--- src/design/fsp_pkg.sv ---
// ----------------------------------------------------------------------------
// fsp_pkg
// Shared types and constants for the format spec parser.
// ----------------------------------------------------------------------------
`timescale 1ns / 1ps

package fsp_pkg;

    // Result count width (outputs saturate at the all-ones value of this width)
    localparam int OUT_BITS = 16;
    localparam logic [OUT_BITS-1:0] OUT_MAX = '1;

    // Default accumulator width
    localparam int COUNT_BITS_DEF = 16;

    localparam int CH_BITS   = 8;
    localparam int CONV_BITS = 4;

    // Characters of interest
    localparam logic [CH_BITS-1:0] CH_NUL   = 8'h00;
    localparam logic [CH_BITS-1:0] CH_HASH  = 8'h23; // '#'
    localparam logic [CH_BITS-1:0] CH_ZERO  = 8'h30; // '0'
    localparam logic [CH_BITS-1:0] CH_ONE   = 8'h31; // '1'
    localparam logic [CH_BITS-1:0] CH_NINE  = 8'h39; // '9'
    localparam logic [CH_BITS-1:0] CH_MINUS = 8'h2D; // '-'
    localparam logic [CH_BITS-1:0] CH_SPACE = 8'h20; // ' '
    localparam logic [CH_BITS-1:0] CH_PLUS  = 8'h2B; // '+'
    localparam logic [CH_BITS-1:0] CH_DOT   = 8'h2E; // '.'
    localparam logic [CH_BITS-1:0] CH_PCT   = 8'h25; // '%'
    localparam logic [CH_BITS-1:0] CH_LC    = 8'h63; // 'c'
    localparam logic [CH_BITS-1:0] CH_LS    = 8'h73; // 's'
    localparam logic [CH_BITS-1:0] CH_LP    = 8'h70; // 'p'
    localparam logic [CH_BITS-1:0] CH_LD    = 8'h64; // 'd'
    localparam logic [CH_BITS-1:0] CH_LI    = 8'h69; // 'i'
    localparam logic [CH_BITS-1:0] CH_LU    = 8'h75; // 'u'
    localparam logic [CH_BITS-1:0] CH_LX    = 8'h78; // 'x'
    localparam logic [CH_BITS-1:0] CH_UX    = 8'h58; // 'X'

    // Conversion codes
    localparam logic [CONV_BITS-1:0] CONV_CHAR = 4'd0;
    localparam logic [CONV_BITS-1:0] CONV_STR  = 4'd1;
    localparam logic [CONV_BITS-1:0] CONV_PTR  = 4'd2;
    localparam logic [CONV_BITS-1:0] CONV_INT  = 4'd3;
    localparam logic [CONV_BITS-1:0] CONV_UNS  = 4'd4;
    localparam logic [CONV_BITS-1:0] CONV_LHEX = 4'd5;
    localparam logic [CONV_BITS-1:0] CONV_UHEX = 4'd6;
    localparam logic [CONV_BITS-1:0] CONV_PCT  = 4'd7;
    localparam logic [CONV_BITS-1:0] CONV_NONE = 4'd8;

    // Flag register bit positions
    localparam int FL_ALT   = 0;
    localparam int FL_ZERO  = 1;
    localparam int FL_LEFT  = 2;
    localparam int FL_BLANK = 3;
    localparam int FL_PLUS  = 4;
    localparam int FL_DOT   = 5;
    localparam int FL_BITS  = 6;

    // Digit run tracker
    typedef enum logic [2:0] {
        PH_IDLE = 3'b001,
        PH_RUN  = 3'b010,
        PH_DONE = 3'b100
    } phase_t;

    typedef struct packed {
        logic                 hit;
        logic [CONV_BITS-1:0] code;
    } conv_t;

    function automatic conv_t conv_lookup(input logic [CH_BITS-1:0] ch);
        conv_t r;
        r.hit  = 1'b1;
        r.code = CONV_NONE;
        case (ch)
            CH_LC:   r.code = CONV_CHAR;
            CH_LS:   r.code = CONV_STR;
            CH_LP:   r.code = CONV_PTR;
            CH_LD:   r.code = CONV_INT;
            CH_LI:   r.code = CONV_INT;
            CH_LU:   r.code = CONV_UNS;
            CH_LX:   r.code = CONV_LHEX;
            CH_UX:   r.code = CONV_UHEX;
            CH_PCT:  r.code = CONV_PCT;
            CH_NUL:  r.code = CONV_NONE;
            default: r.hit  = 1'b0;
        endcase
        return r;
    endfunction

endpackage

--- src/design/format_spec_parser.sv ---
// ----------------------------------------------------------------------------
// format_spec_parser
// Parses the characters after a percent sign and emits one conversion spec
// (flags, width, precision, conversion kind) per conversion character or NUL.
// ----------------------------------------------------------------------------
// Channel  | Dir | Bits          | Content
// s_*      | in  | tdata[7:0]    | ch, one format character per beat
// m_*      | out | tuser[3:0]    | conversion
//          |     | tdata[39:0]   | width, precision, six flag bits, 2 pad zeros
//
// One character per cycle, sustained unless the result stalls. Each character
// is registered, then the parse step (compare plus multiply-by-ten accumulate)
// updates the state and, on a conversion character, loads the result register.
// A stalled result blocks the parse step only; the input register still takes
// one more beat. Reset clears all parse state and both valid flags.
// ----------------------------------------------------------------------------
`timescale 1ns / 1ps

module format_spec_parser #(
    parameter int COUNT_BITS = fsp_pkg::COUNT_BITS_DEF  // 8..32
) (
    input  logic        clk,
    input  logic        rst_n,
    input  logic        s_tvalid,
    output logic        s_tready,
    input  logic [7:0]  s_tdata,    // [7:0] ch
    output logic        m_tvalid,
    input  logic        m_tready,
    output logic [3:0]  m_tuser,    // [3:0] conversion
    output logic [39:0] m_tdata     // [15:0] min_width, [31:16] precision_value,
                                    // [32] alt_form, [33] zero_pad,
                                    // [34] left_justify, [35] blank_sign,
                                    // [36] plus_sign, [37] precision_given, [39:38] 0
);
    import fsp_pkg::*;

    localparam int ACC_W    = COUNT_BITS + 4;
    localparam int EXT_BITS = (COUNT_BITS > OUT_BITS) ? COUNT_BITS : OUT_BITS;

    // acc*10 + d with saturation at all ones
    function automatic logic [COUNT_BITS-1:0] acc_digit(
        input logic [COUNT_BITS-1:0] acc,
        input logic [3:0]            d
    );
        logic [ACC_W-1:0] v;
        v = ACC_W'({acc, 3'b000}) + ACC_W'({acc, 1'b0}) + ACC_W'(d);
        return (|v[ACC_W-1:COUNT_BITS]) ? {COUNT_BITS{1'b1}} : v[COUNT_BITS-1:0];
    endfunction

    function automatic logic [OUT_BITS-1:0] clip_out(input logic [COUNT_BITS-1:0] acc);
        logic [EXT_BITS-1:0] e;
        e = EXT_BITS'(acc);
        return (e > EXT_BITS'(OUT_MAX)) ? OUT_MAX : e[OUT_BITS-1:0];
    endfunction

    // Input register
    logic               in_valid_reg;
    logic [CH_BITS-1:0] ch_reg;
    logic               proc_fire;

    // Parse state
    logic [FL_BITS-1:0]    flags_reg, flags_next;
    logic                  digit_seen_reg, digit_seen_next;
    logic [COUNT_BITS-1:0] width_acc_reg, width_acc_next;
    phase_t                width_phase_reg, width_phase_next;
    logic [COUNT_BITS-1:0] prec_acc_reg, prec_acc_next;
    phase_t                prec_phase_reg, prec_phase_next;

    // Result register
    logic                 out_valid_reg;
    logic [CONV_BITS-1:0] conv_reg, conv_next;
    logic [39:0]          data_reg, data_next;

    conv_t            conv;
    logic             is_digit;
    logic             is_nz_digit;
    logic [3:0]       dval;
    logic             zp, bl;

    assign proc_fire = in_valid_reg && (!out_valid_reg || m_tready);
    assign s_tready  = !in_valid_reg || proc_fire;

    always_ff @(posedge clk or negedge rst_n)
    begin
        if (!rst_n)
        begin
            in_valid_reg <= 1'b0;
        end
        else if (s_tvalid && s_tready)
        begin
            in_valid_reg <= 1'b1;
        end
        else if (proc_fire)
        begin
            in_valid_reg <= 1'b0;
        end
    end

    always_ff @(posedge clk)
    begin
        if (s_tvalid && s_tready)
        begin
            ch_reg <= s_tdata;
        end
    end

    // Parse step
    always_comb
    begin
        conv        = conv_lookup(ch_reg);
        is_digit    = ch_reg inside {[CH_ZERO:CH_NINE]};
        is_nz_digit = ch_reg inside {[CH_ONE:CH_NINE]};
        dval        = 4'(ch_reg - CH_ZERO);

        flags_next       = flags_reg;
        digit_seen_next  = digit_seen_reg;
        width_acc_next   = width_acc_reg;
        width_phase_next = width_phase_reg;
        prec_acc_next    = prec_acc_reg;
        prec_phase_next  = prec_phase_reg;

        // override rules applied at emission
        zp = flags_reg[FL_ZERO];
        bl = flags_reg[FL_BLANK];
        if ((flags_reg[FL_DOT] && (conv.code inside {[CONV_INT:CONV_UHEX]}))
            || flags_reg[FL_LEFT])
        begin
            zp = 1'b0;
        end
        if (flags_reg[FL_PLUS])
        begin
            bl = 1'b0;
        end
        conv_next = conv.code;
        data_next = {2'b00, flags_reg[FL_DOT], flags_reg[FL_PLUS], bl,
                     flags_reg[FL_LEFT], zp, flags_reg[FL_ALT],
                     clip_out(prec_acc_reg), clip_out(width_acc_reg)};

        if (proc_fire)
        begin
            if (conv.hit)
            begin
                flags_next       = '0;
                digit_seen_next  = 1'b0;
                width_acc_next   = '0;
                width_phase_next = PH_IDLE;
                prec_acc_next    = '0;
                prec_phase_next  = PH_IDLE;
            end
            else
            begin
                if (is_nz_digit)
                    digit_seen_next = 1'b1;
                if (ch_reg == CH_HASH)
                    flags_next[FL_ALT] = 1'b1;
                if (ch_reg == CH_ZERO && !digit_seen_reg)
                    flags_next[FL_ZERO] = 1'b1;
                if (ch_reg == CH_MINUS)
                    flags_next[FL_LEFT] = 1'b1;
                if (ch_reg == CH_SPACE)
                    flags_next[FL_BLANK] = 1'b1;
                if (ch_reg == CH_PLUS)
                    flags_next[FL_PLUS] = 1'b1;
                if (ch_reg == CH_DOT)
                    flags_next[FL_DOT] = 1'b1;

                // width: first nonzero-led run before any dot
                if (width_phase_reg == PH_RUN)
                begin
                    if (is_digit)
                        width_acc_next = acc_digit(width_acc_reg, dval);
                    else
                        width_phase_next = PH_DONE;
                end
                else if (width_phase_reg == PH_IDLE && prec_phase_reg == PH_IDLE
                         && is_nz_digit)
                begin
                    width_acc_next   = COUNT_BITS'(dval);
                    width_phase_next = PH_RUN;
                end

                // precision: run right after the first dot
                if (prec_phase_reg == PH_RUN)
                begin
                    if (is_digit)
                        prec_acc_next = acc_digit(prec_acc_reg, dval);
                    else
                        prec_phase_next = PH_DONE;
                end
                else if (prec_phase_reg == PH_IDLE && ch_reg == CH_DOT)
                begin
                    prec_acc_next   = '0;
                    prec_phase_next = PH_RUN;
                end
            end
        end
    end

    always_ff @(posedge clk or negedge rst_n)
    begin
        if (!rst_n)
        begin
            flags_reg       <= '0;
            digit_seen_reg  <= 1'b0;
            width_acc_reg   <= '0;
            width_phase_reg <= PH_IDLE;
            prec_acc_reg    <= '0;
            prec_phase_reg  <= PH_IDLE;
        end
        else
        begin
            flags_reg       <= flags_next;
            digit_seen_reg  <= digit_seen_next;
            width_acc_reg   <= width_acc_next;
            width_phase_reg <= width_phase_next;
            prec_acc_reg    <= prec_acc_next;
            prec_phase_reg  <= prec_phase_next;
        end
    end

    // Result register
    always_ff @(posedge clk or negedge rst_n)
    begin
        if (!rst_n)
        begin
            out_valid_reg <= 1'b0;
        end
        else if (proc_fire && conv.hit)
        begin
            out_valid_reg <= 1'b1;
        end
        else if (m_tready)
        begin
            out_valid_reg <= 1'b0;
        end
    end

    always_ff @(posedge clk)
    begin
        if (proc_fire && conv.hit)
        begin
            conv_reg <= conv_next;
            data_reg <= data_next;
        end
    end

    assign m_tvalid = out_valid_reg;
    assign m_tuser  = conv_reg;
    assign m_tdata  = data_reg;

    // ------------------------------------------------------------------------
    // Checks
    // ------------------------------------------------------------------------
    a_clear_after_emit: assert property (@(posedge clk) disable iff (!rst_n)
        (proc_fire && conv.hit) |=> (flags_reg == '0 && !digit_seen_reg
            && width_phase_reg == PH_IDLE && prec_phase_reg == PH_IDLE))
        else $error("parse state not cleared after emit");

    a_width_needs_digit: assert property (@(posedge clk) disable iff (!rst_n)
        (width_phase_reg != PH_IDLE) |-> digit_seen_reg)
        else $error("width run without a nonzero digit");

    a_blank_plus: assert property (@(posedge clk) disable iff (!rst_n)
        m_tvalid |-> !(m_tdata[35] && m_tdata[36]))
        else $error("blank and plus both set");

    a_zero_left: assert property (@(posedge clk) disable iff (!rst_n)
        m_tvalid |-> !(m_tdata[33] && m_tdata[34]))
        else $error("zero pad and left justify both set");

endmodule
--- config.mk ---
export PLATFORM = sky130hd
export DESIGN_NAME = format_spec_parser
export DESIGN_NICKNAME = d
export VERILOG_FILES = /design/src/design/fsp_pkg.sv /design/src/design/format_spec_parser.sv
export SDC_FILE = /design/constraint.sdc
export NUM_CORES = 1
export LEC_CHECK = 0
export BUFFER_PORTS_ARGS = -buffer_cell sky130_fd_sc_hd__buf_2
export CAP_MARGIN = 20
export CORE_MARGIN = 3
export CORE_UTILIZATION = 35
export CTS_BUF_LIST = sky130_fd_sc_hd__clkbuf_2 sky130_fd_sc_hd__clkbuf_4 sky130_fd_sc_hd__clkbuf_8
export CTS_CLUSTER_SIZE = 8
export DETAILED_ROUTE_END_ITERATION = 12
export PLACE_DENSITY = 0.55
export SLEW_MARGIN = 20
export SYNTH_ARGS = -nofsm -noshare
export SYNTH_HDL_FRONTEND = slang
export SYNTH_SLANG_ARGS = --single-unit
--- constraint.sdc ---
create_clock -name clk -period 7.5 [get_ports clk]
set_clock_uncertainty 0.15 [all_clocks]
set_input_delay 1.5 -clock clk [delete_from_list [all_inputs] [get_ports clk]]
set_output_delay 1.5 -clock clk [all_outputs]
set_load 0.05 [all_outputs]
# After elaboration in Yosys (flattened, before gate mapping)
# Index checks and enable logic that the tools add are counted.
word_totals:
  regBits: 97
  in_bits: 12
  output_inout_bits: 46
  elab_cells: 131
classes:
  add_sub_neg: 5
  n_lt_le_gt_ge: 7
  n_eq_ne: 23
  n_mux: 32
  n_reduce_logical: 44
ops:
  columns: ["op", "n"]
  rows:
  - ["$mux W16", 10]
  - ["$eq A8 B7 Y1 const B", 8]
  - ["$eq A8 B6 Y1 const B", 7]
  - ["$add A19 B17 Y20", 2]
  - ["$add A20 B4 Y20", 2]
  - ["$gt A16 B16 Y1 const B", 2]
  - ["$pmux W4 S8", 1]
  - ["$mux W3", 7]
  - ["$reduce_bool A2 Y1", 9]
  - ["$ge A8 B6 Y1 const B", 2]
  - ["$reduce_and A2 Y1", 7]
  - ["$mux W1", 13]
  - ["$ne A3 B3 Y1 const B", 4]
  - ["$reduce_and A3 Y1", 4]
  - ["$logic_and A1 B1 Y1", 11]
  - ["$reduce_or A10 Y1", 1]
  - ["$le A8 B6 Y1 const B", 1]
  - ["$logic_not A8 Y1", 1]
  - ["$reduce_or A4 Y1", 2]
  - ["$eq A3 B1 Y1 const B", 2]
  - ["$eq A3 B2 Y1 const B", 2]
  - ["$mux W6", 1]
  - ["$reduce_bool A3 Y1", 2]
  - ["$ge A4 B2 Y1 const B", 1]
  - ["5 further kinds", 9]

# Depth between registers and ports, before layout
# Gate-level depths: netlist of run 1.
logic_depth:
  depth_word: 7
  depth_mapped: 13
  depth_no_buf: 12

# Least setup slack after synthesis of run 1
# No wires, ideal clock.
synth_timing:
  path_type: "input -> output"
  startpoint: "in m_tready"
  endpoint: "out s_tready"
  arrival_ns: 1.983
  t_required_ns: 5.850
  path_slack_ns: 3.867
  path_stages: 1
  n_path_buf: 0
  cell_sequence: "nand3b_1"
synth_via:
  elab_chain_cells: 3
synth_lines:
  columns: ["item", "line_no", "source"]
  rows:
  - ["from (decl)", "format_spec_parser.sv:28", "input logic m_tready,"]
  - ["$logic_or A1 B1 Y1", "format_spec_parser.sv:80", "assign proc_fire = in_valid_reg && (!out_valid_reg || m_tready);"]
  - ["$logic_and A1 B1 Y1", "format_spec_parser.sv:80", null]
  - ["$logic_or A1 B1 Y1", "format_spec_parser.sv:81", "assign s_tready = !in_valid_reg || proc_fire;"]
  - ["to (decl)", "format_spec_parser.sv:25", "output logic s_tready,"]
# No other way between the ends.

# Worst setup path in the final report of run 1
layout_timing:
  startpoint: "reg ch_reg[3]"
  endpoint: "reg prec_acc_reg[12]"
layout_via:
  elab_chain_cells: 7
  elab_cells_between_ends: 27
  cone_classes: "2 x add/sub; 2 x order compare; 11 x eq/ne; 5 x mux; 7 x reduce/logical"
layout_lines:
  columns: ["item", "line_no", "source"]
  rows:
  - ["from (decl)", "format_spec_parser.sv:58", "logic [CH_BITS-1:0] ch_reg;"]
  - ["from (signal assigned)", "format_spec_parser.sv:103", "ch_reg <= s_tdata;"]
  - ["$sub A4 B1 Y4", "format_spec_parser.sv:113", "dval = 4'(ch_reg - CH_ZERO);"]
  - ["$add A20 B4 Y20", "format_spec_parser.sv:46", "v = ACC_W'({acc, 3'b000}) + ACC_W'({acc, 1'b0}) + ACC_W'(d);"]
  - ["$reduce_or A4 Y1", "format_spec_parser.sv:47", "return (|v[ACC_W-1:COUNT_BITS]) ? {COUNT_BITS{1'b1}} : v[COUNT_BITS-1:0];"]
  - ["$mux W16", "format_spec_parser.sv:47", null]
  - ["$mux W16", "format_spec_parser.sv:185", "if (is_digit)"]
  - ["$mux W16", "format_spec_parser.sv:183", "if (prec_phase_reg == PH_RUN)"]
  - ["$mux W16", "format_spec_parser.sv:141", "if (conv.hit)"]
  - ["to (signal assigned)", "format_spec_parser.sv:216", "prec_acc_reg <= prec_acc_next;"]
  - ["to (decl)", "format_spec_parser.sv:66", "logic [COUNT_BITS-1:0] prec_acc_reg, prec_acc_next;"]
# Several ways; a longest one is shown, not always the timed one. The select of a mux whose other input is x is not followed.
# A chain may end at the register's enable or synchronous reset.

==> flow_metrics.py, run 1 <==
metrics = {
    "sta": {
        "finalCritPeriodShare": 0.558,
        "max_freq_ghz": 0.239,
        "grt_setup_unrepaired": "no",
        "finalSetupTns_ns": 0,
        "whs_ns": 0.328,
        "min_period_ns": 4.18,
        "hold_viol": 0,
        "max_slew.worst_pin.slew_ns": 0.890,
        "setup_viol_count_final": 0,
        "slew_violations": 0,
        "slew_headroom": 0.407,
    },
    "finish": {
        "area_growth_syn_to_fin_pct": 11.3,
        "numnets_final": 710,
        "final_area_um2": 6690,
        "layout.filler_cells": 1674,
        "antenna_cells": 0,
        "drive_above_1_share": 0.144,
        "largest_reg_flops": 38,
        "finish.cell_count_without_fillers": 857,
    },
    "critical_path": {
        "r2r-end": "prec_acc_reg[12]",
        "crit_path_max_fanout": 19,
        "worst_r2r_startpoint": "ch_reg[3]",
        "worst_setup_path_start_kind": "flop",
        "crit_buf_inv": 1,
        "path_class": "flop to flop",
        "critPathRequiredTime_ns": 7.61,
        "cpPeakStageDelay_ns": 0.69,
        "ff2ff_path_depth": 11,
        "worstSetupEndpointType": "flop",
        "critical_path.cell_chain": "fa_1 > inv_1 > fa_1 > nor2b_1 > o31a_1 > o21ai_0 > a31oi_1 > mux2i_1 > nand2_1 > o31ai_1 > nand2_1",
        "cpMaxStageDelayCell": "edfxtp_1",
        "family_with_the_most_delay_on_the_worst_path": "adder cells",
        "worst_ep_arrival_time_ns": 4.30,
        "r2r_setup_slack_ns": 3.32,
    },
    "drt": {
        "routed_wirelength_mm": 13.4,
        "drt-initial-drc-count": 353,
        "postRouteAntennaNets": 0,
        "wl_per_cell_um": 15.6,
        "drc_errors_left": 0,
        "detail_route.first_pass.iterations": 5,
        "post_drt_via_cell_ratio": 5.38,
        "detailroute.via_count": 4607,
    },
    "floorplanning": {
        "placeableCoreArea_um2": 16700,
        "num_rows": 47,
        "design.portCount": 58,
        "die_area_um2": 18800,
        "start_util": 0.360,
        "die_w_um": 137,
        "die_h_um": 137,
    },
    "clock_network": {
        "cts_sinks": 97,
        "path_clk_slew_ns": 0.10,
        "clock_buffer_count_from_cts": 9,
        "post_cts_setup_buffer_count": 0,
        "clk_path_buf_depth": 2,
        "htree_levels": 3,
        "clock_insertion_delay_worst_skew_ns": 0.39,
        "cts-resized-gates": 0,
        "post_cts_hold_buffer_count": 0,
        "cts_tree": "done",
        "clk_root_buffer_cell": "clkbuf_8",
    },
    "placement": {
        "dpl.hpwl_mm": 9.49,
        "placed_area_um2": 6480,
        "gpl.final_weighted_congestion": 0.861,
        "post-place-cells": 841,
        "port_bufs": 55,
    },
    "min_path": {
        "holdCritStartpoint": "flags_reg[0]",
        "holdPathStages": 0,
        "worst_hold_path.endpoint": "m_tdata[32]",
        "holdCritPathClass": "flop to flop",
    },
    "yosys": {
        "synth.most_common_cell": "nand2_1",
        "post_synth_edffs": 50,
        "synth-seq-cells": 97,
        "post_synth_instance_area_um2": 6010,
        "synth_cell_types": 70,
        "synth_area_leaders": "edfxtp_1 (25%), dfrtp_1 (19%), ha_1 (13%)",
        "async_flop_share": 0.485,
        "synth_area_per_cell_um2": 10.3,
        "netlist_instances": 585,
        "synth-main-ff-cell": "edfxtp_1",
        "synth-warning-count": 0,
        "synth.yosys.seq_area_share": 0.446,
        "synth_top_cell_area_share": 0.250,
        "yosys.area.top_type": "edfxtp_1",
        "synth.cells.most_frequent": "nand2_1 (70), ha_1 (62), edfxtp_1 (50), a21oi_1 (45), dfrtp_1 (45)",
    },
    "power_and_ir_drop": {
        "power_density_nw_per_um2": 183,
        "power.static_leakage_nw": 3.17,
        "ir_drop_v": 0.000116,
    },
    "grt": {
        "grt_antenna_before_repair": 0,
        "largest_net_degree_at_the_start_of_global_routing": 53,
        "grtUsageTotal": 0.149,
        "grt_overflow_total": 0,
        "vias_in_the_first_global_route": 4411,
        "grt_first_pass_wirelength_mm": 22.3,
    },
    "run_status": {
        "run_status": "finished clean",
    },
    "run": {
        "max_cap_viol_count": 0,
    },
}
==> layout by cell type, fill, tap and decap left out, types with 4 or more instances in the layout <==
| master | netlist | layout |
|---|---|---|
| xnor2_1 | 14 | 14 |
| a21o_1 | 8 | 8 |
| nor2_1 | 39 | 39 |
| edfxtp_1 | 50 | 50 |
| inv_1 | 19 | 19 |
| nor2b_1 | 5 | 5 |
| and3_1 | 5 | 5 |
| xor2_1 | 8 | 8 |
| nor3_1 | 8 | 8 |
| o31a_1 | 4 | 4 |
| buf_2 | 6 | 55 |
| o21a_1 | 7 | 7 |
| fa_1 | 4 | 4 |
| ha_1 | 62 | 62 |
| o211ai_1 | 17 | 17 |
| nor4_1 | 4 | 4 |
| nand2b_1 | 8 | 8 |
| clkbuf_8 | 0 | 9 |
| and2_1 | 4 | 4 |
| or3_1 | 4 | 4 |
| o31ai_1 | 19 | 19 |
| nand2_1 | 70 | 70 |
| o22ai_1 | 4 | 4 |
| a31oi_1 | 8 | 8 |
| dfrtp_1 | 45 | 45 |
| a21oi_1 | 45 | 44 |
| a211oi_1 | 7 | 7 |
| o21ai_0 | 26 | 26 |
| nand3_1 | 11 | 11 |
==> metrics by stage <==
stage,total power [W],worst slack (ns),utilization
floorplan,0.000813,3.87,-
global placement,0.000866,3.53,0.388
detailed placement,0.000871,3.33,0.388
CTS,0.00124,3.32,0.400
global route,0.00130,2.93,0.401
finish,0.00122,3.32,0.401
==> worst max path at each step <==
| stage | start | to | slack [ns] | depth (start not counted) |
|---|---|---|---|---|
| 2_1_floorplan | m_tready | s_tready | 3.87 | 1 |
| 3_3_place_gp | ch_reg[3] | prec_acc_reg[14] | 3.53 | 11 |
| 3_5_place_dp | ch_reg[3] | prec_acc_reg[12] | 3.33 | 11 |
| 4_1_cts | ch_reg[3] | prec_acc_reg[12] | 3.32 | 11 |
| 5_1_grt | ch_reg[3] | prec_acc_reg[14] | 2.93 | 11 |
| 6_report | ch_reg[3] | prec_acc_reg[12] | 3.32 | 11 |
==> layer usage <==
layer  global-route usage  share of wire
met5                    0              0
met4               0.0449         0.0099
met1                0.210           0.50
met2                0.229           0.45
met3               0.0320          0.045
==> power breakdown <==
| group | total, W | internal [W] | switching, W |
|---|---|---|---|
| sequential | 0.000646 | 0.000600 | 0.0000465 |
| combinational | 0.000212 | 0.0000897 | 0.000123 |
| clock | 0.000364 | 0.000161 | 0.000203 |
==> worst register-to-register path, stage by stage (launching register included) <==
cell and delay [ns]:
edfxtp_1 0.69, fa_1 0.67, inv_1 0.06, fa_1 0.45
nor2b_1 0.18, o31a_1 0.25, o21ai_0 0.16, a31oi_1 0.31
mux2i_1 0.29, nand2_1 0.38, o31ai_1 0.40, nand2_1 0.08
==> cell type report <==
cell class                 count  area [um^2]  share of cell area
multi-input combinational    447         3160               0.472
sequential                    97         2680               0.401
timing repair buffer          58          298              0.0445
tap                          220          275              0.0411
clock buffer                   9          124              0.0185
clock inverter                 7         83.8              0.0125
inverter                      19         71.3              0.0107
==> cells by family after synthesis <==
| family | share of synthesized area |
|---|---|
| multiplexers | 0.00333 |
| buffers and inverters | 0.0318 |
| other | 0.000624 |
| AO/OA/AOI/OAI | 0.185 |
| flip-flops | 0.446 |
| adder cells (fa/ha/maj) | 0.142 |
| AND/OR/NAND/NOR | 0.159 |
| XOR/XNOR | 0.0321 |
(Power assumes the default switching activity.)
==> run 2, diff against run 1 <==
--- a/config.mk
+++ b/config.mk
@@ -5,6 +5,7 @@
 export SDC_FILE = /design/constraint.sdc
 export NUM_CORES = 1
 export LEC_CHECK = 0
+export ABC_AREA = 1
 export BUFFER_PORTS_ARGS = -buffer_cell sky130_fd_sc_hd__buf_2
 export CAP_MARGIN = 20
 export CORE_MARGIN = 3
@@ -12,7 +13,7 @@
 export CTS_BUF_LIST = sky130_fd_sc_hd__clkbuf_2 sky130_fd_sc_hd__clkbuf_4 sky130_fd_sc_hd__clkbuf_8
 export CTS_CLUSTER_SIZE = 8
 export DETAILED_ROUTE_END_ITERATION = 12
-export PLACE_DENSITY = 0.55
+export PLACE_DENSITY = 0.57
 export SLEW_MARGIN = 20
 export SYNTH_ARGS = -nofsm -noshare
 export SYNTH_HDL_FRONTEND = slang
==> constraint.sdc (replaced) <==
create_clock -name clk -period 3.4 [get_ports clk]
set_clock_uncertainty 0.15 [all_clocks]
set_input_delay 0.68 -clock clk [delete_from_list [all_inputs] [get_ports clk]]
set_output_delay 0.68 -clock clk [all_outputs]
set_load 0.05 [all_outputs]
==> run 2 against run 1 <==
Against the previous run: count of clock-buffer cells in the layout rose by 1; die area up 3.6%; non-clock buffer count grew 7; maximum frequency grew 34%; critical path type unchanged.
==> flow_metrics.py, run 2 <==
metrics = {
    "yosys": {
        "post_synth_edffs": 50,
        "async_flop_share": 0.485,
        "synth.yosys.seq_area_share": 0.430,
        "yosys.area.top_type": "edfxtp_1",
        "synth_area_leaders": "edfxtp_1 (24%), dfrtp_1 (18%), nand2_1 (15%)",
        "synth.most_common_cell": "nand2_1",
        "synth.cells.most_frequent": "nand2_1 (243), inv_1 (83), ha_1 (62), nor2_1 (56), edfxtp_1 (50)",
        "synth-main-ff-cell": "edfxtp_1",
        "synth-warning-count": 0,
        "synth-seq-cells": 97,
        "post_synth_instance_area_um2": 6240,
        "synth_top_cell_area_share": 0.241,
        "netlist_instances": 753,
        "synth_area_per_cell_um2": 8.29,
        "synth_cell_types": 37,
    },
    "placement": {
        "dpl.hpwl_mm": 11.0,
        "placed_area_um2": 6800,
        "port_bufs": 55,
        "gpl.final_weighted_congestion": 0.875,
    },
    "critical_path": {
        "path_class": "flop to flop",
        "worst_ep_arrival_time_ns": 3.25,
        "cpPeakStageDelay_ns": 0.64,
        "worstSetupEndpointType": "flop",
        "critical_path.cell_chain": "fa_1 > inv_1 > fa_1 > o21ai_4 > nand2_1 > nand2_1 > nand2_1 > nand3_1 > nand2_1 > nor2_2 > buf_4 > nand3_1 > nand2_1 > nand2_1",
        "critPathRequiredTime_ns": 3.52,
        "worst_setup_path_start_kind": "flop",
        "cpMostUsedCell": "nand2_1",
        "crit_path_max_fanout": 16,
        "r2r_setup_slack_ns": 0.27,
        "cpMaxStageDelayCell": "fa_1",
    },
    "floorplanning": {
        "num_rows": 48,
        "start_util": 0.360,
        "design.portCount": 58,
        "die_area_um2": 19500,
        "placeableCoreArea_um2": 17400,
        "die_w_um": 140,
        "die_h_um": 140,
    },
    "sta": {
        "finalCritPeriodShare": 0.920,
        "max_slew.worst_pin.slew_ns": 0.665,
        "whs_ns": 0.0531,
        "slew_headroom": 0.554,
        "slew_violations": 0,
        "setup_viol_count_final": 0,
        "hold_viol": 0,
        "max_freq_ghz": 0.320,
        "min_period_ns": 3.13,
    },
    "finish": {
        "layout_common_cells": "nand2_1 (242), inv_1 (83), ha_1 (62)",
        "final_area_um2": 7000,
        "area_growth_syn_to_fin_pct": 12.2,
        "largest_reg_flops": 38,
        "layout.filler_cells": 1784,
        "antenna_cells": 0,
        "leading_cell_type_in_the_layout_fill_and_taps_excluded": "nand2_1",
        "numnets_final": 898,
        "drive_above_1_share": 0.131,
    },
    "clock_network": {
        "clk_path_buf_depth": 2,
        "post_cts_setup_buffer_count": 0,
        "clk_root_buffer_cell": "clkbuf_8",
        "cts_tree": "done",
        "clock_insertion_delay_worst_skew_ns": 0.37,
        "clock_buffer_count_from_cts": 9,
        "cts_sinks": 97,
        "htree_levels": 3,
        "path_clk_slew_ns": 0.10,
    },
    "min_path": {
        "holdCritPathClass": "input port to asynchronous set/reset pin",
    },
    "drt": {
        "wl_per_cell_um": 13.5,
        "drc_errors_left": 0,
        "detail_route.first_pass.iterations": 4,
        "drt-initial-drc-count": 272,
        "detailroute.via_count": 4941,
        "routed_wirelength_mm": 14.2,
        "post_drt_via_cell_ratio": 4.71,
        "postRouteAntennaNets": 0,
    },
    "grt": {
        "grt_antenna_before_repair": 0,
        "grt_overflow_total": 0,
        "grt_first_pass_wirelength_mm": 24.5,
        "grtUsageTotal": 0.153,
        "largest_net_degree_at_the_start_of_global_routing": 36,
        "vias_in_the_first_global_route": 4951,
    },
    "run": {
        "max_cap_viol_count": 0,
    },
    "run_status": {
        "run_status": "finished clean",
    },
    "power_and_ir_drop": {
        "power_density_nw_per_um2": 427,
        "power.static_leakage_nw": 3.85,
        "ir_drop_v": 0.000184,
    },
}
==> run 2: worst max-delay path: cells and delay by family, from the launching register on <==
kind	cells	cell delay [ns]
buf+inv	2	0.31
compound gates	1	0.21
fa+ha+maj	2	1.13
simple gates	9	0.75
flops	1	0.48
==> run 2: metrics by stage <==
stage               setup WS, ns  cells  TNS, ns  total power, W  utilization
global placement           0.223   1034        0         0.00232        0.392
floorplan                  0.274    754        0         0.00210            -
detailed placement        0.0803   1034        0         0.00232        0.392
finish                     0.271   1050        0         0.00299        0.403
global route            -0.00517   1050  -0.0156         0.00323        0.403
CTS                       0.0553   1050        0         0.00302        0.402
==> run 2: report_power, final <==
group | internal (W) | switching [W] | leakage, nW
Sequential | 0.00133 | 0.0000797 | 1.12
Combinational | 0.000324 | 0.000562 | 2.64
Clock | 0.000277 | 0.000413 | 0.0942
Total | 0.00193 | 0.00106 | 3.85
==> run 2: area by class of cell <==
type | instances | area [um^2] | area share
timing repair buffer | 65 | 354 | 0.0506
sequential | 97 | 2680 | 0.383
tap | 225 | 282 | 0.0402
inverter | 91 | 342 | 0.0488
clock inverter | 6 | 41.3 | 0.00590
multi-input combinational | 556 | 3170 | 0.453
clock buffer | 10 | 131 | 0.0188
==> run 2: what timing repair did <==
item | 4_1_cts | 5_1_grt
setup endpoints to repair | 0 | 29
hold buffers | 0 | 0
gates resized for setup | 0 | 6
==> run 2: kinds of logic (layout without fill, tap and decap cells) <==
| logic type | Yosys count | in the layout | share of synthesized area |
|---|---|---|---|
| adder cells (fa/ha/maj) | 66 | 66 | 0.137 |
| other | 1 | 2 | 0.000601 |
| flip-flops | 97 | 97 | 0.430 |
| AND/OR/NAND/NOR | 384 | 384 | 0.261 |
| buffers and inverters | 101 | 172 | 0.0678 |
| AO/OA/AOI/OAI | 80 | 80 | 0.0704 |
| XOR/XNOR | 24 | 24 | 0.0337 |
==> run 2: path summary, 6_finish.rpt <==
kind / from / cells past startpoint / to
max: prec_acc_reg[0] / 14 / prec_acc_reg[11]
min: rst_n / 1 / prec_acc_reg[1]
max reg2reg: prec_acc_reg[0] / 14 / prec_acc_reg[11]
min reg2reg: flags_reg[0] / 0 / m_tdata[32]
max in group asynchronous: rst_n / 2 / prec_phase_reg[0]
min in group clk: flags_reg[0] / 0 / m_tdata[32]
==> run 2: layer usage <==
metal  track usage  routed length (um)  share of wire
met1         0.209                7070           0.50
met2         0.248                6380           0.45
met3        0.0254                 439          0.031
met4        0.0505                 289          0.020
met5             0                   0              0
==> run 3, diff against run 2 <==
--- a/config.mk
+++ b/config.mk
@@ -13,7 +13,7 @@
 export CTS_BUF_LIST = sky130_fd_sc_hd__clkbuf_2 sky130_fd_sc_hd__clkbuf_4 sky130_fd_sc_hd__clkbuf_8
 export CTS_CLUSTER_SIZE = 8
 export DETAILED_ROUTE_END_ITERATION = 12
-export PLACE_DENSITY = 0.57
+export PLACE_DENSITY = 0.55
 export SLEW_MARGIN = 20
 export SYNTH_ARGS = -nofsm -noshare
 export SYNTH_HDL_FRONTEND = slang
==> constraint.sdc (replaced) <==
create_clock -name clk -period 2.9 [get_ports clk]
set_clock_uncertainty 0.15 [all_clocks]
set_input_delay 0.58 -clock clk [delete_from_list [all_inputs] [get_ports clk]]
set_output_delay 0.58 -clock clk [all_outputs]
set_load 0.05 [all_outputs]
==> run 3 against run 2 <==
Against the previous run: sequential cell count is the same; non-clock buffer count grew 32; power grew 30%; hold slack lost 0.020 ns; core utilization grew 3.6 points; first-iteration DRC count grew 8.5%; maximum frequency grew 11%; largest power group unchanged; highest routed layer unchanged.
==> flow_metrics.py, run 3 (synthesized netlist as in run 2, its figures left out) <==
metrics = {
    "run_status": {
        "run_status": "finished clean",
    },
    "finish": {
        "area_growth_syn_to_fin_pct": 22.2,
        "largest_reg_flops": 38,
        "layout.filler_cells": 1746,
        "antenna_cells": 0,
        "final_area_um2": 7620,
        "drive_above_1_share": 0.239,
        "leading_cell_type_in_the_layout_fill_and_taps_excluded": "nand2_1",
        "numnets_final": 931,
        "layout_common_cells": "nand2_1 (223), inv_1 (80), ha_1 (57)",
    },
    "sta": {
        "finalCritPeriodShare": 0.969,
        "max_slew.worst_pin.slew_ns": 0.571,
        "hold_viol": 0,
        "max_freq_ghz": 0.356,
        "slew_violations": 0,
        "slew_headroom": 0.619,
        "setup_viol_count_final": 0,
        "grt_setup_unrepaired": "yes",
        "min_period_ns": 2.81,
    },
    "floorplanning": {
        "die_h_um": 140,
        "num_rows": 48,
        "start_util": 0.360,
        "placeableCoreArea_um2": 17400,
        "die_w_um": 140,
        "die_area_um2": 19500,
        "design.portCount": 58,
    },
    "critical_path": {
        "worst_setup_path_start_kind": "flop",
        "worst_ep_arrival_time_ns": 2.95,
        "crit_path_max_fanout": 7,
        "path_class": "flop to flop",
        "worst_r2r_startpoint": "ch_reg[3]",
        "r2r_setup_slack_ns": 0.09,
        "ff2ff_path_depth": 17,
        "r2r-end": "width_acc_reg[0]",
        "critPathRequiredTime_ns": 3.04,
        "worstSetupEndpointType": "flop",
    },
    "power_and_ir_drop": {
        "power_w": 0.00388,
        "cellInternalPower_w": 0.00256,
        "share_seq_of_total_power": 0.423,
        "power.static_leakage_nw": 4.15,
        "power_density_nw_per_um2": 509,
        "switching_pwr_w": 0.00132,
        "comb_power_share": 0.313,
        "ir_drop_v": 0.000279,
        "relative_contribution_of_the_clock_network_to_total_power": 0.264,
        "share_of_total_power_consumed_by_net_switching": 0.341,
    },
    "drt": {
        "detail_route.first_pass.iterations": 4,
        "postRouteAntennaNets": 0,
        "detailroute.via_count": 5138,
        "wl_per_cell_um": 13.9,
        "drt-initial-drc-count": 295,
        "post_drt_via_cell_ratio": 4.74,
        "drc_errors_left": 0,
        "routed_wirelength_mm": 15.1,
    },
    "clock_network": {
        "cts_tree": "done",
        "clock_insertion_delay_worst_skew_ns": 0.39,
        "htree_levels": 3,
        "path_clk_slew_ns": 0.10,
        "cts_sinks": 97,
        "clock_buffer_count_from_cts": 9,
        "clk_path_buf_depth": 2,
        "clk_root_buffer_cell": "clkbuf_8",
    },
    "placement": {
        "placed_area_um2": 7010,
        "gpl.final_weighted_congestion": 0.940,
        "port_bufs": 55,
        "dpl.hpwl_mm": 11.1,
    },
    "grt": {
        "grt_overflow_total": 0,
        "vias_in_the_first_global_route": 4880,
        "grtUsageTotal": 0.153,
        "largest_net_degree_at_the_start_of_global_routing": 29,
        "grt_antenna_before_repair": 0,
        "grt_first_pass_wirelength_mm": 24.3,
    },
    "run": {
        "max_cap_viol_count": 0,
    },
    "min_path": {
        "holdCritPathClass": "input port to asynchronous set/reset pin",
    },
}
run 3: cell count changes in the layout (fill, tap and decap cells not counted), moves of 5 or more:
cell,before,now
a21oi_2,0,6
nand2_1,242,223
nand3_1,49,25
nand3_2,1,24
ha_1,62,57
a21oi_1,40,34
buf_4,9,37
nand2_2,0,18
o21ai_0,23,17
run 3: worst max-delay path by stage:
stage | endpoint | cells after the start | from | slack (ns)
2_1_floorplan | width_acc_reg[13] | 16 | ch_reg[3] | 0.0008
3_3_place_gp | width_acc_reg[0] | 17 | ch_reg[3] | -0.10
3_5_place_dp | width_acc_reg[8] | 15 | ch_reg[3] | -0.1
4_1_cts | width_acc_reg[8] | 15 | ch_reg[3] | 0.005
5_1_grt | prec_acc_reg[13] | 14 | ch_reg[3] | -0.06
6_report | width_acc_reg[0] | 17 | ch_reg[3] | 0.09
run 3: worst max-delay path, stage by stage, from the launching register on:
cell and delay, ns:
edfxtp_1 0.50, fa_1 0.58, inv_2 0.05, fa_2 0.35, inv_2 0.06, nand2_2 0.06, nand2_4 0.07, nand3_2 0.06
nand2_2 0.08, nand2_2 0.06, nand3_2 0.07, nand2_2 0.06, nor2_4 0.20, nand2_4 0.12, nand2_1 0.09, nand2_1 0.05
nand2_1 0.06, nand2_1 0.05
run 3: routing by layer:
metal  GRT usage  part of all wire
met5           0                 0
met3      0.0254             0.037
met1       0.215              0.48
met2       0.241              0.47
met4      0.0494             0.016
run 3: power groups by stage:
stage	Combinational, W	Clock (W)	Sequential (W)
global placement	0.00108	0	0.00167
CTS	0.00109	0.00106	0.00165
global route	0.00140	0.00111	0.00166
finish	0.00122	0.00102	0.00164
floorplan	0.000789	0	0.00167
detailed placement	0.00108	0	0.00167
run 3: repair_timing:
| action | 4_1_cts | 5_1_grt |
|---|---|---|
| hold endpoints to repair | 0 | 0 |
| setup endpoints to repair | 29 | 32 |
| pin swaps | 2 | 37 |
| gates resized for setup | 7 | 72 |
| buffers inserted | 2 | 6 |
| hold buffers | 0 | 0 |
| cloned | 1 | 1 |
run 3: area by class of cell:
type	count	area, um^2	area share
Sequential cell	97	2680	0.351
Inverter	91	342	0.0448
Clock inverter	6	97.6	0.0128
Multi-Input combinational cell	557	3450	0.453
Timing Repair Buffer	97	641	0.0840
Clock buffer	10	131	0.0172
Tap cell	225	282	0.0369
run 3: metrics by stage:
stage                     instances   util  worst slack, ns  setup TNS, ns  hold slack (ns)
after CTS                      1076  0.419          0.00515              0           0.0308
after detailed placement       1057  0.404          -0.0985          -1.45            0.291
after global placement         1057  0.404           -0.104         -0.933            0.286
after global routing           1083  0.439          -0.0625          -1.14           0.0510
after floorplan                 754      -         0.000781              0            0.134
final                          1083  0.439           0.0889              0           0.0336
